--- config.mk ---
export PLATFORM = sky130hd
export DESIGN_NAME = plc_timer_bank_with_clock_pulses_core
export DESIGN_NICKNAME = d
export VERILOG_FILES = /design/src/rtl/ptb_pkg.sv /design/src/rtl/ptb_seq.sv /design/src/rtl/plc_timer_bank_with_clock_pulses_core.sv
export SDC_FILE = /design/constraint.sdc
export NUM_CORES = 2
export LEC_CHECK = 0
export BUFFER_PORTS_ARGS = -buffer_cell sky130_fd_sc_hd__buf_2
export CORE_UTILIZATION = 25
export DETAILED_ROUTE_END_ITERATION = 8
export SYNTH_ARGS = -nofsm -noshare
export SYNTH_HDL_FRONTEND = slang
export SYNTH_HIERARCHICAL = 1
export SYNTH_SLANG_ARGS = --single-unit
--- constraint.sdc ---
create_clock -name clk_i -period 6.2 [get_ports clk_i]
set_input_delay 0.31 -clock clk_i [delete_from_list [all_inputs] [get_ports clk_i]]
set_output_delay 0.31 -clock clk_i [all_outputs]
set_load 0.005 [all_outputs]
--- src/rtl/ptb_pkg.sv ---
package ptb_pkg;

  localparam int NumTimers   = 32;
  localparam int IdxW        = $clog2(NumTimers);
  localparam int CntW        = 15;
  localparam int MaxCatchup  = 10;
  localparam int TickW       = $clog2(MaxCatchup + 1);
  localparam logic [CntW-1:0] PresetReset = 15'h7fff;

  localparam int Div100ms = 5;
  localparam int DivTimer = 10;
  localparam int Div1s    = 50;
  localparam int Div1min  = 3000;
  localparam int R100msW  = $clog2(Div100ms);
  localparam int RTimerW  = $clog2(DivTimer);
  localparam int R1sW     = $clog2(Div1s);
  localparam int R1minW   = $clog2(Div1min);

  typedef enum logic [1:0] {
    REQ_TICK  = 2'd0,
    REQ_WRITE = 2'd1,
    REQ_SCAN  = 2'd2
  } req_e;

  typedef enum logic [3:0] {
    S_IDLE = 4'd0,
    S_TCHK = 4'd1,
    S_TICK = 4'd2,
    S_SRD  = 4'd3,
    S_SINC = 4'd4,
    S_WRD  = 4'd5,
    S_WWR  = 4'd6,
    S_SCLR = 4'd7,
    S_CRD  = 4'd8,
    S_CCMP = 4'd9,
    S_FRD  = 4'd10,
    S_FOUT = 4'd11
  } step_e;

  typedef enum logic [3:0] {
    A_NONE,
    A_DISPATCH,
    A_TICK,
    A_RD_SWEEP,
    A_RD_REQ,
    A_WR_INC,
    A_WR_REQ,
    A_CLR_DONE,
    A_SET_DONE,
    A_OUT
  } act_e;

  typedef enum logic [2:0] {
    C_ALWAYS,
    C_DISPATCH,
    C_TICKS_ZERO,
    C_SWEEP,
    C_LAST,
    C_OUT_BUSY
  } cond_e;

  typedef struct packed {
    act_e  act;
    cond_e cond;
    step_e tgt_t;
    step_e tgt_f;
  } cw_t;

  typedef struct packed {
    logic in_valid;
    logic ticks_zero;
    logic sweep;
    logic last;
    logic out_busy;
  } stat_t;

  function automatic cw_t step_rom(step_e s);
    cw_t w;
    w = '{act: A_NONE, cond: C_ALWAYS, tgt_t: S_IDLE, tgt_f: S_IDLE};
    unique case (s)
      S_IDLE: w = '{act: A_DISPATCH, cond: C_DISPATCH,   tgt_t: S_IDLE, tgt_f: S_IDLE};
      S_TCHK: w = '{act: A_NONE,     cond: C_TICKS_ZERO, tgt_t: S_FRD,  tgt_f: S_TICK};
      S_TICK: w = '{act: A_TICK,     cond: C_SWEEP,      tgt_t: S_SRD,  tgt_f: S_TCHK};
      S_SRD:  w = '{act: A_RD_SWEEP, cond: C_ALWAYS,     tgt_t: S_SINC, tgt_f: S_SINC};
      S_SINC: w = '{act: A_WR_INC,   cond: C_LAST,       tgt_t: S_TCHK, tgt_f: S_SRD};
      S_WRD:  w = '{act: A_RD_REQ,   cond: C_ALWAYS,     tgt_t: S_WWR,  tgt_f: S_WWR};
      S_WWR:  w = '{act: A_WR_REQ,   cond: C_ALWAYS,     tgt_t: S_FRD,  tgt_f: S_FRD};
      S_SCLR: w = '{act: A_CLR_DONE, cond: C_ALWAYS,     tgt_t: S_CRD,  tgt_f: S_CRD};
      S_CRD:  w = '{act: A_RD_SWEEP, cond: C_ALWAYS,     tgt_t: S_CCMP, tgt_f: S_CCMP};
      S_CCMP: w = '{act: A_SET_DONE, cond: C_LAST,       tgt_t: S_FRD,  tgt_f: S_CRD};
      S_FRD:  w = '{act: A_RD_REQ,   cond: C_ALWAYS,     tgt_t: S_FOUT, tgt_f: S_FOUT};
      S_FOUT: w = '{act: A_OUT,      cond: C_OUT_BUSY,   tgt_t: S_FOUT, tgt_f: S_IDLE};
      default: w = '{act: A_NONE,    cond: C_ALWAYS,     tgt_t: S_IDLE, tgt_f: S_IDLE};
    endcase
    return w;
  endfunction

  function automatic step_e dispatch(logic [1:0] req);
    step_e s;
    unique case (req)
      REQ_TICK:  s = S_TCHK;
      REQ_WRITE: s = S_WRD;
      REQ_SCAN:  s = S_SCLR;
      default:   s = S_FRD;
    endcase
    return s;
  endfunction

endpackage

--- src/rtl/ptb_seq.sv ---
module ptb_seq (
  input  logic            clk_i,
  input  logic            rst_ni,
  input  ptb_pkg::stat_t  stat_i,
  input  logic [1:0]      req_type_i,
  output ptb_pkg::cw_t    cw_o
);

  ptb_pkg::step_e pc_q, pc_d;
  ptb_pkg::cw_t   cw;
  logic           take;

  always_comb begin
    cw = ptb_pkg::step_rom(pc_q);
  end

  always_comb begin
    unique case (cw.cond)
      ptb_pkg::C_ALWAYS:     take = 1'b1;
      ptb_pkg::C_DISPATCH:   take = 1'b0;
      ptb_pkg::C_TICKS_ZERO: take = stat_i.ticks_zero;
      ptb_pkg::C_SWEEP:      take = stat_i.sweep;
      ptb_pkg::C_LAST:       take = stat_i.last;
      ptb_pkg::C_OUT_BUSY:   take = stat_i.out_busy;
      default:               take = 1'b1;
    endcase
    if (cw.cond == ptb_pkg::C_DISPATCH) begin
      pc_d = stat_i.in_valid ? ptb_pkg::dispatch(req_type_i) : ptb_pkg::S_IDLE;
    end else begin
      pc_d = take ? cw.tgt_t : cw.tgt_f;
    end
  end

  always_comb begin
    cw_o = cw;
  end

  always_ff @(posedge clk_i or negedge rst_ni) begin
    if (!rst_ni) begin
      pc_q <= ptb_pkg::S_IDLE;
    end else begin
      pc_q <= pc_d;
    end
  end

endmodule

--- src/rtl/plc_timer_bank_with_clock_pulses_core.sv ---
// Channel  Dir  Handshake               Payload
// in       in   in_valid_i/in_ready_o   req_type_i .. clear_count_i
// out      out  out_valid_o/out_ready_i pulse_*_o, done_vector_o, count_value_o
//
// One request at a time, stepped by a microcode sequencer; one timer-memory
// access per cycle. A tick sweeps the 32 timers on every 10th tick, a write
// updates its entry, a scan compares all 32, and each ends by reading its
// entry. The next request is taken in the cycle after the result loads.
// Reset clears control state and the per-entry valid bits of the timer memory.
// A result waits in the output register; a stalled output holds the last step.
module plc_timer_bank_with_clock_pulses_core (
  input  logic                          clk_i,
  input  logic                          rst_ni,
  input  logic                          in_valid_i,
  output logic                          in_ready_o,
  input  logic [1:0]                    req_type_i,
  input  logic [9:0]                    elapsed_ticks_i,
  input  logic [ptb_pkg::IdxW-1:0]      timer_index_i,
  input  logic                          enable_bit_i,
  input  logic                          write_preset_i,
  input  logic [ptb_pkg::CntW-1:0]      preset_value_i,
  input  logic                          clear_count_i,
  output logic                          out_valid_o,
  input  logic                          out_ready_i,
  output logic                          pulse_cs_o,
  output logic                          pulse_ds_o,
  output logic                          pulse_1s_o,
  output logic                          pulse_1min_o,
  output logic [31:0]                   done_vector_o,
  output logic [ptb_pkg::CntW-1:0]      count_value_o
);

  localparam int CntW = ptb_pkg::CntW;
  localparam int IdxW = ptb_pkg::IdxW;
  localparam int NT   = ptb_pkg::NumTimers;

  ptb_pkg::cw_t   cw;
  ptb_pkg::stat_t stat;

  logic [IdxW-1:0]              idx_q, sidx_q, sidx_d;
  logic                         en_bit_q, wp_q, clr_q;
  logic [CntW-1:0]              pv_q;
  logic [ptb_pkg::TickW-1:0]    ticks_q, ticks_d;
  logic [ptb_pkg::R100msW-1:0]  r5_q, r5_d;
  logic [ptb_pkg::RTimerW-1:0]  r10_q, r10_d;
  logic [ptb_pkg::R1sW-1:0]     r50_q, r50_d;
  logic [ptb_pkg::R1minW-1:0]   r3k_q, r3k_d;
  logic [3:0]                   pulse_q, pulse_d;
  logic [NT-1:0]                en_q;
  logic [NT-1:0]                done_q;

  logic [2*CntW-1:0]            mem [NT];
  logic [NT-1:0]                vld_q;
  logic [2*CntW-1:0]            rd_q;
  logic                         rd_vld_q;
  logic [CntW-1:0]              rd_cnt, rd_pre, wr_cnt, wr_pre;
  logic                         mem_rd, mem_wr;
  logic [IdxW-1:0]              rd_addr, wr_addr;

  logic                         out_valid_q;
  logic [3:0]                   out_pulse_q;
  logic [31:0]                  out_done_q;
  logic [CntW-1:0]              out_cnt_q;
  logic                         accept, out_load;

  ptb_seq u_seq (
    .clk_i      (clk_i),
    .rst_ni     (rst_ni),
    .stat_i     (stat),
    .req_type_i (req_type_i),
    .cw_o       (cw)
  );

  assign in_ready_o = (cw.act == ptb_pkg::A_DISPATCH);
  assign accept     = in_valid_i && in_ready_o;

  assign stat.in_valid   = in_valid_i;
  assign stat.ticks_zero = (ticks_q == '0);
  assign stat.sweep      = (r10_q == ptb_pkg::RTimerW'(ptb_pkg::DivTimer - 1));
  assign stat.last       = (sidx_q == IdxW'(NT - 1));
  assign stat.out_busy   = out_valid_q && !out_ready_i;

  assign out_load = (cw.act == ptb_pkg::A_OUT) && !stat.out_busy;

  assign rd_cnt = rd_vld_q ? rd_q[CntW-1:0] : '0;
  assign rd_pre = rd_vld_q ? rd_q[2*CntW-1:CntW] : ptb_pkg::PresetReset;

  always_comb begin
    mem_rd  = (cw.act == ptb_pkg::A_RD_SWEEP) || (cw.act == ptb_pkg::A_RD_REQ);
    mem_wr  = (cw.act == ptb_pkg::A_WR_INC) || (cw.act == ptb_pkg::A_WR_REQ);
    rd_addr = (cw.act == ptb_pkg::A_RD_SWEEP) ? sidx_q : idx_q;
    wr_addr = (cw.act == ptb_pkg::A_WR_INC) ? sidx_q : idx_q;
    wr_pre  = rd_pre;
    wr_cnt  = rd_cnt;
    if (cw.act == ptb_pkg::A_WR_INC) begin
      if (en_q[sidx_q] && (rd_cnt < rd_pre)) begin
        wr_cnt = rd_cnt + 1'b1;
      end
    end else begin
      if (wp_q) begin
        wr_pre = pv_q;
      end
      if (clr_q) begin
        wr_cnt = '0;
      end
    end
  end

  always_comb begin
    r5_d    = r5_q;
    r10_d   = r10_q;
    r50_d   = r50_q;
    r3k_d   = r3k_q;
    pulse_d = pulse_q;
    ticks_d = ticks_q;
    sidx_d  = sidx_q;
    case (cw.act)
      ptb_pkg::A_DISPATCH: begin
        ticks_d = (elapsed_ticks_i > 10'(ptb_pkg::MaxCatchup))
                  ? ptb_pkg::TickW'(ptb_pkg::MaxCatchup)
                  : elapsed_ticks_i[ptb_pkg::TickW-1:0];
      end
      ptb_pkg::A_TICK: begin
        ticks_d = ticks_q - 1'b1;
        sidx_d  = '0;
        r5_d  = (r5_q == ptb_pkg::R100msW'(ptb_pkg::Div100ms - 1)) ? '0 : r5_q + 1'b1;
        r10_d = (r10_q == ptb_pkg::RTimerW'(ptb_pkg::DivTimer - 1)) ? '0 : r10_q + 1'b1;
        r50_d = (r50_q == ptb_pkg::R1sW'(ptb_pkg::Div1s - 1)) ? '0 : r50_q + 1'b1;
        r3k_d = (r3k_q == ptb_pkg::R1minW'(ptb_pkg::Div1min - 1)) ? '0 : r3k_q + 1'b1;
        pulse_d[0] = ~pulse_q[0];
        pulse_d[1] = pulse_q[1] ^ (r5_d == '0);
        pulse_d[2] = pulse_q[2] ^ (r50_d == '0);
        pulse_d[3] = pulse_q[3] ^ (r3k_d == '0);
      end
      ptb_pkg::A_CLR_DONE: sidx_d = '0;
      ptb_pkg::A_WR_INC,
      ptb_pkg::A_SET_DONE: sidx_d = sidx_q + 1'b1;
      default: ;
    endcase
  end

  always_ff @(posedge clk_i or negedge rst_ni) begin
    if (!rst_ni) begin
      ticks_q     <= '0;
      sidx_q      <= '0;
      r5_q        <= '0;
      r10_q       <= '0;
      r50_q       <= '0;
      r3k_q       <= '0;
      pulse_q     <= '0;
      en_q        <= '0;
      done_q      <= '0;
      vld_q       <= '0;
      rd_vld_q    <= 1'b0;
      out_valid_q <= 1'b0;
    end else begin
      ticks_q <= ticks_d;
      sidx_q  <= sidx_d;
      r5_q    <= r5_d;
      r10_q   <= r10_d;
      r50_q   <= r50_d;
      r3k_q   <= r3k_d;
      pulse_q <= pulse_d;
      if (cw.act == ptb_pkg::A_WR_REQ) begin
        en_q[idx_q] <= en_bit_q;
      end
      if (cw.act == ptb_pkg::A_CLR_DONE) begin
        done_q <= '0;
      end else if (cw.act == ptb_pkg::A_SET_DONE) begin
        done_q[sidx_q] <= (rd_cnt >= rd_pre);
      end
      if (mem_wr) begin
        vld_q[wr_addr] <= 1'b1;
      end
      if (mem_rd) begin
        rd_vld_q <= vld_q[rd_addr];
      end
      if (out_load) begin
        out_valid_q <= 1'b1;
      end else if (out_ready_i) begin
        out_valid_q <= 1'b0;
      end
    end
  end

  always_ff @(posedge clk_i) begin
    if (mem_wr) begin
      mem[wr_addr] <= {wr_pre, wr_cnt};
    end
    if (mem_rd) begin
      rd_q <= mem[rd_addr];
    end
  end

  always_ff @(posedge clk_i) begin
    if (accept) begin
      idx_q    <= timer_index_i;
      en_bit_q <= enable_bit_i;
      wp_q     <= write_preset_i;
      pv_q     <= preset_value_i;
      clr_q    <= clear_count_i;
    end
    if (out_load) begin
      out_pulse_q <= pulse_q;
      out_done_q  <= done_q;
      out_cnt_q   <= rd_cnt;
    end
  end

  assign out_valid_o   = out_valid_q;
  assign pulse_cs_o    = out_pulse_q[0];
  assign pulse_ds_o    = out_pulse_q[1];
  assign pulse_1s_o    = out_pulse_q[2];
  assign pulse_1min_o  = out_pulse_q[3];
  assign done_vector_o = out_done_q;
  assign count_value_o = out_cnt_q;

  a_ticks_range: assert property (@(posedge clk_i) disable iff (!rst_ni)
    ticks_q <= ptb_pkg::TickW'(ptb_pkg::MaxCatchup))
    else $error("catch-up tick count out of range");

  a_res_range: assert property (@(posedge clk_i) disable iff (!rst_ni)
    (r5_q < ptb_pkg::R100msW'(ptb_pkg::Div100ms)) &&
    (r3k_q < ptb_pkg::R1minW'(ptb_pkg::Div1min)))
    else $error("tick residue out of range");

  a_one_req: assert property (@(posedge clk_i) disable iff (!rst_ni)
    accept |=> !in_ready_o)
    else $error("request accepted while another is in flight");

  a_pulse_hold: assert property (@(posedge clk_i) disable iff (!rst_ni)
    (cw.act != ptb_pkg::A_TICK) |=> $stable(pulse_q))
    else $error("pulse bits changed outside a tick step");

  a_out_hold: assert property (@(posedge clk_i) disable iff (!rst_ni)
    (out_valid_q && !out_ready_i) |=> !(cw.act == ptb_pkg::A_DISPATCH &&
                                        $past(cw.act) == ptb_pkg::A_OUT))
    else $error("result overwritten while output stalled");

endmodule

# After elaboration in Yosys (flattened, before gate mapping)
# Memories as Yosys holds them, arrays and structs flattened. A register that Yosys moved wholly into a read port is not among the register bits.
# Cells that the tools add are included.
[classes]
addsub = 7
n_lt_le_gt_ge = 10
n_eq_ne = 21
n_mux = 39
n_bitwise = 5
n_reduce_logical = 22
[ops]
columns = ["op", "n"]
rows = [
  ["2-to-1 mux 15 bit", 7],
  ["bitwise mux 32 bit", 2],
  ["2-to-1 mux 32 bit", 2],
  ["bitwise OR 32 bit", 1],
  ["< comparator 5 x 6 -> 1 bit, second input constant", 4],
  ["2-to-1 mux 4 bit", 5],
  ["== test 4 x 3 -> 1 bit, second input constant", 4],
  ["adder 15 x 1 -> 15 bit, second input constant", 1],
  ["demux 1 bit (select 5 bit)", 3],
  ["greater-or-equal comparator 15 bit", 1],
  ["greater-or-equal comparator 5 x 1 -> 1 bit, second input constant", 3],
  ["< comparator 15 bit", 1],
  ["adder 12 x 1 -> 12 bit, second input constant", 1],
  ["== test 12 bit, second input constant", 1],
  ["== test 4 bit, second input constant", 3],
  ["zero test 12 bit", 1],
  ["2-to-1 mux 12 bit", 1],
  ["case mux 4 bit (3 select lines)", 1],
  ["binary-select mux 1 bit (select 5 bit)", 2],
  ["greater-than comparator 10 x 4 -> 1 bit, second input constant", 1],
  ["2-to-1 mux 5 bit", 2],
  ["case mux 5 bit (2 select lines)", 1],
  ["== test 3 bit, second input constant", 3],
  ["2-to-1 mux 1 bit", 9],
  ["other kinds (28)", 44],
]
[totals]
reg_bits = 214
ram_bits = 960
rom_bits = 240
in_bits = 39
output_inout_bits = 53
wordCells = 127
mem_count = 2
[memory_table]
columns = ["memory", "words", "width", "read_ports", "rd_clocked_by_memory_dff", "wr", "line_no", "rtl"]
rows = [
  ["mem", 32, 30, 1, 1, 1, "plc_timer_bank_with_clock_pulses_core.sv:52", "logic [2*CntW-1:0] mem [NT];"],
  ["(name not given)", 16, 15, 1, 0, 0, "ptb_pkg.sv:80", "unique case (s)"],
]

# Depth between registers and ports, before layout
# An unclocked memory read counts as a cell.
[logic_depth]
depth_word = 8
ltp_mapped = 15
ltp_nobuf = 10

# By module
# The synthesis kept the hierarchy.
[by_module_without_submodules]
columns = ["module", "n_inst", "cells_per_inst", "area_per_inst_um2", "seq_area_each_um2"]
rows = [
  ["plc_timer_bank_with_clock_pulses_core", 1, 3553, 48385.2, 35353.9],
  ["ptb_seq", 1, 80, 706.9, 100.1],
]

# Worst setup path before layout
# Ideal clock, no wire load.
[synth_timing]
path_kind = "register to register"
from = "register u_seq.pc_q[0]"
to = "register out_cnt_q[0], in the netlist count_value_o[0] (enable)"
setup_time_ps = 523
arrival_ps = 4888
required_ps = 5677
setup_slack_ps = 790
stages_incl_launch_ff = 8
n_path_buf = 2
synth_period_minus_slack_ps = 5410
path_cell_list = "dfrtp_1 > buf_6 > inv_1 > ha_1 > a21o_1 > clkbuf_1 > nand2b_1 > nor3_1"
[synth_rtl]
columns = ["element", "line_no", "rtl"]
rows = [
  ["start: declaration", "ptb_seq.sv:9", "ptb_pkg::step_e pc_q, pc_d;"],
  ["start signal: assignment", "ptb_seq.sv:40", "pc_q <= ptb_pkg::S_IDLE;"],
  ["start signal: assignment", "ptb_seq.sv:42", "pc_q <= pc_d;"],
  ["end signal: assignment", "plc_timer_bank_with_clock_pulses_core.sv:206", "out_cnt_q <= rd_cnt;"],
  ["end: declaration", "plc_timer_bank_with_clock_pulses_core.sv:63", "logic [CntW-1:0] out_cnt_q;"],
]

==> qor.yml <==
drc: 0
cts_tree: "yes"
hold_path_class: "input pin to flip-flop"
post-route-util: 0.295
setup_violations: 0
drv_cap: 0
numCtsBuffers: 115
clk_pin_slew_ns: 0.06
die_w_um: 445
antenna_found_initial: 4
rows: 162
synth_area_mm2: 0.0491
crit_path_end_kind: "flip-flop"
r2r-end: "mem[16][17]"
regArea_mm2: 0.0355
drt-vias-per-instance: 4.79
hold_start: "out_ready_i"
rsz0062_at_grt: "no"
layout_min_cycle_time_ns: 5.19
drive_gt1_frac: 0.136
setup_tns_ns: 0
regToRegSetupSlack_ns: 1.01
gp_congestion: 0.833
synth_nets: 3704
port_buffers: 91
min_period_over_period: 0.838
clockBufferDepth: 3
path_cells: "clkinv_1, o21ai_0, nor2b_1, nand3_1, mux2i_1, nand3_1, nor2_4, buf_4"
core_mm2: 0.195
firstDrtPassIters: 6
slew_viol_final: 0
clock_latency_ns: 0.75
critPathMaxFanout: 22
power_density_mw_per_mm2: 461
die_y_um: 445
yosys_warnings: 6
hold_viol: 0
start_util: 0.252
nFillCells: 19546
r2r_start: "u_seq/pc_q[2]"
cp.arrival_ns: 5.64
p_leak_nw: 19.4
final_net_count: 3818
multi_input_area_mm2: 0.0131
route.vias.total: 30982
layout.cells.most_common: "edfxtp_1"
max_freq_ghz: 0.193
synth_area_per_cell_um2: 13.5
maxSlewHeadroom: 0.0839
grt_pass1_wl_mm: 202
grt_pass1_vias: 29715
crit_top_cell: "nand3_1"
wire_per_inst_um: 21.2
track_usage: 0.135
root_buffer: "clkbuf_16"
worstHoldEndpoint: "out_valid_o"
cpMaxStageDelayCell: "nor2_4"
dp_hpwl_mm: 79.3
grt_start_max_net_pins: 123
mostFrequentLayoutCells: "edfxtp_1 (1064), nand2_1 (848), nand3_1 (270)"
skew_ns: 0.0663
io_pins: 92
ant_nets: 0
reg2reg_depth: 8
htreeDepth: 3
worstSetupPathType: "flip-flop to flip-flop"
outcome: "finished clean"
post_cts_buffers: 0
clock-sinks: 1204
critical_path_required_ns: 6.65
max_slew.worst_pin.slew_ns: 1.37
drt_iter0_drc: 3524
area_delta_synth_final_pct: 17.2
synthCells: 3631
max_stage_delay_ns: 1.12
hold_path_depth: 3
power.total_mw: 26.5
die-area_mm2: 0.198
cp-start-kind: "flip-flop"
ir_drop_uv: 489
overflow: 0
routed_wl_mm: 137
fin_hold_ws_ns: 0.0721
==> state kept, by name (all words and copies together) (netlist names), 3 cells and up <==
signal / flops
r10_q: 4
done_vector_o: 32
done_q: 32
mem: 960
ticks_q: 4
rd_q: 30
r50_q: 6
en_q: 32
sidx_q: 5
u_seq/pc_q: 4
pv_q: 15
out_pulse_q: 4
idx_q: 5
vld_q: 32
r3k_q: 12
count_value_o: 15
r5_q: 3
pulse_q: 4
==> per-layer routing <==
layer	up-vias	GRT usage	part of all wire	wire length, um
met3	193	0.0221	0.074	10100
met2	1286	0.214	0.46	63600
li1	13833	-	-	-
met4	0	0.0352	0.025	3370
met1	15670	0.190	0.44	59800
met5	-	0	0	0
==> critical path, delay by kind of cell (launching register included) <==
| kind | cells | cell delay (ns) |
|---|---|---|
| AO/OA/AOI/OAI | 1 | 0.93 |
| buffers and inverters | 2 | 0.49 |
| flip-flops | 1 | 0.72 |
| multiplexers | 1 | 0.53 |
| AND/OR/NAND/NOR | 4 | 2.25 |
==> metrics by stage <==
step / setup slack, ns / cells / cell area (um2)
2_1_floorplan: 0.790 / 3631 / 49100
5_1_grt: 0.593 / 6465 / 57500
6_report: 1.01 / 6465 / 57500
3_3_place_gp: 1.10 / 6220 / 53300
4_1_cts: 1.03 / 6464 / 57500
3_5_place_dp: 1.04 / 6220 / 53300
==> worst max path at each step <==
stage,start,to,slack (ns),depth (start not counted)
finish,u_seq/pc_q[2],mem[16][17],1.01,8
global route,u_seq/pc_q[2],mem[16][4],0.59,8
CTS,u_seq/pc_q[2],mem[16][17],1.03,8
detailed placement,u_seq/pc_q[2],mem[16][11],1.04,8
global placement,u_seq/pc_q[2],mem[5][14],1.10,9
floorplan,u_seq/pc_q[0],count_value_o[0],0.79,7
==> power by group <==
group | leakage (nW) | switching [mW] | internal, mW
logic | 6.02 | 6.04 | 2.48
clock network | 1.87 | 3.11 | 4.08
registers | 11.5 | 0.565 | 10.3
==> what timing repair did <==
action,4_1_cts,5_1_grt
resized for setup,0,0
hold buffers,32,0
hold endpoints to repair,108,0
endpoints found under the setup margin,0,0
==> cell type report <==
type	count	area share
timing repair buffer	228	0.0293
clock buffer	133	0.0519
inverter	29	0.00189
tap	2624	0.0571
sequential	1204	0.617
multi-input combinational	2167	0.228
clock inverter	79	0.0150
antenna	1	0.0000435
(Power assumes the default switching activity.)
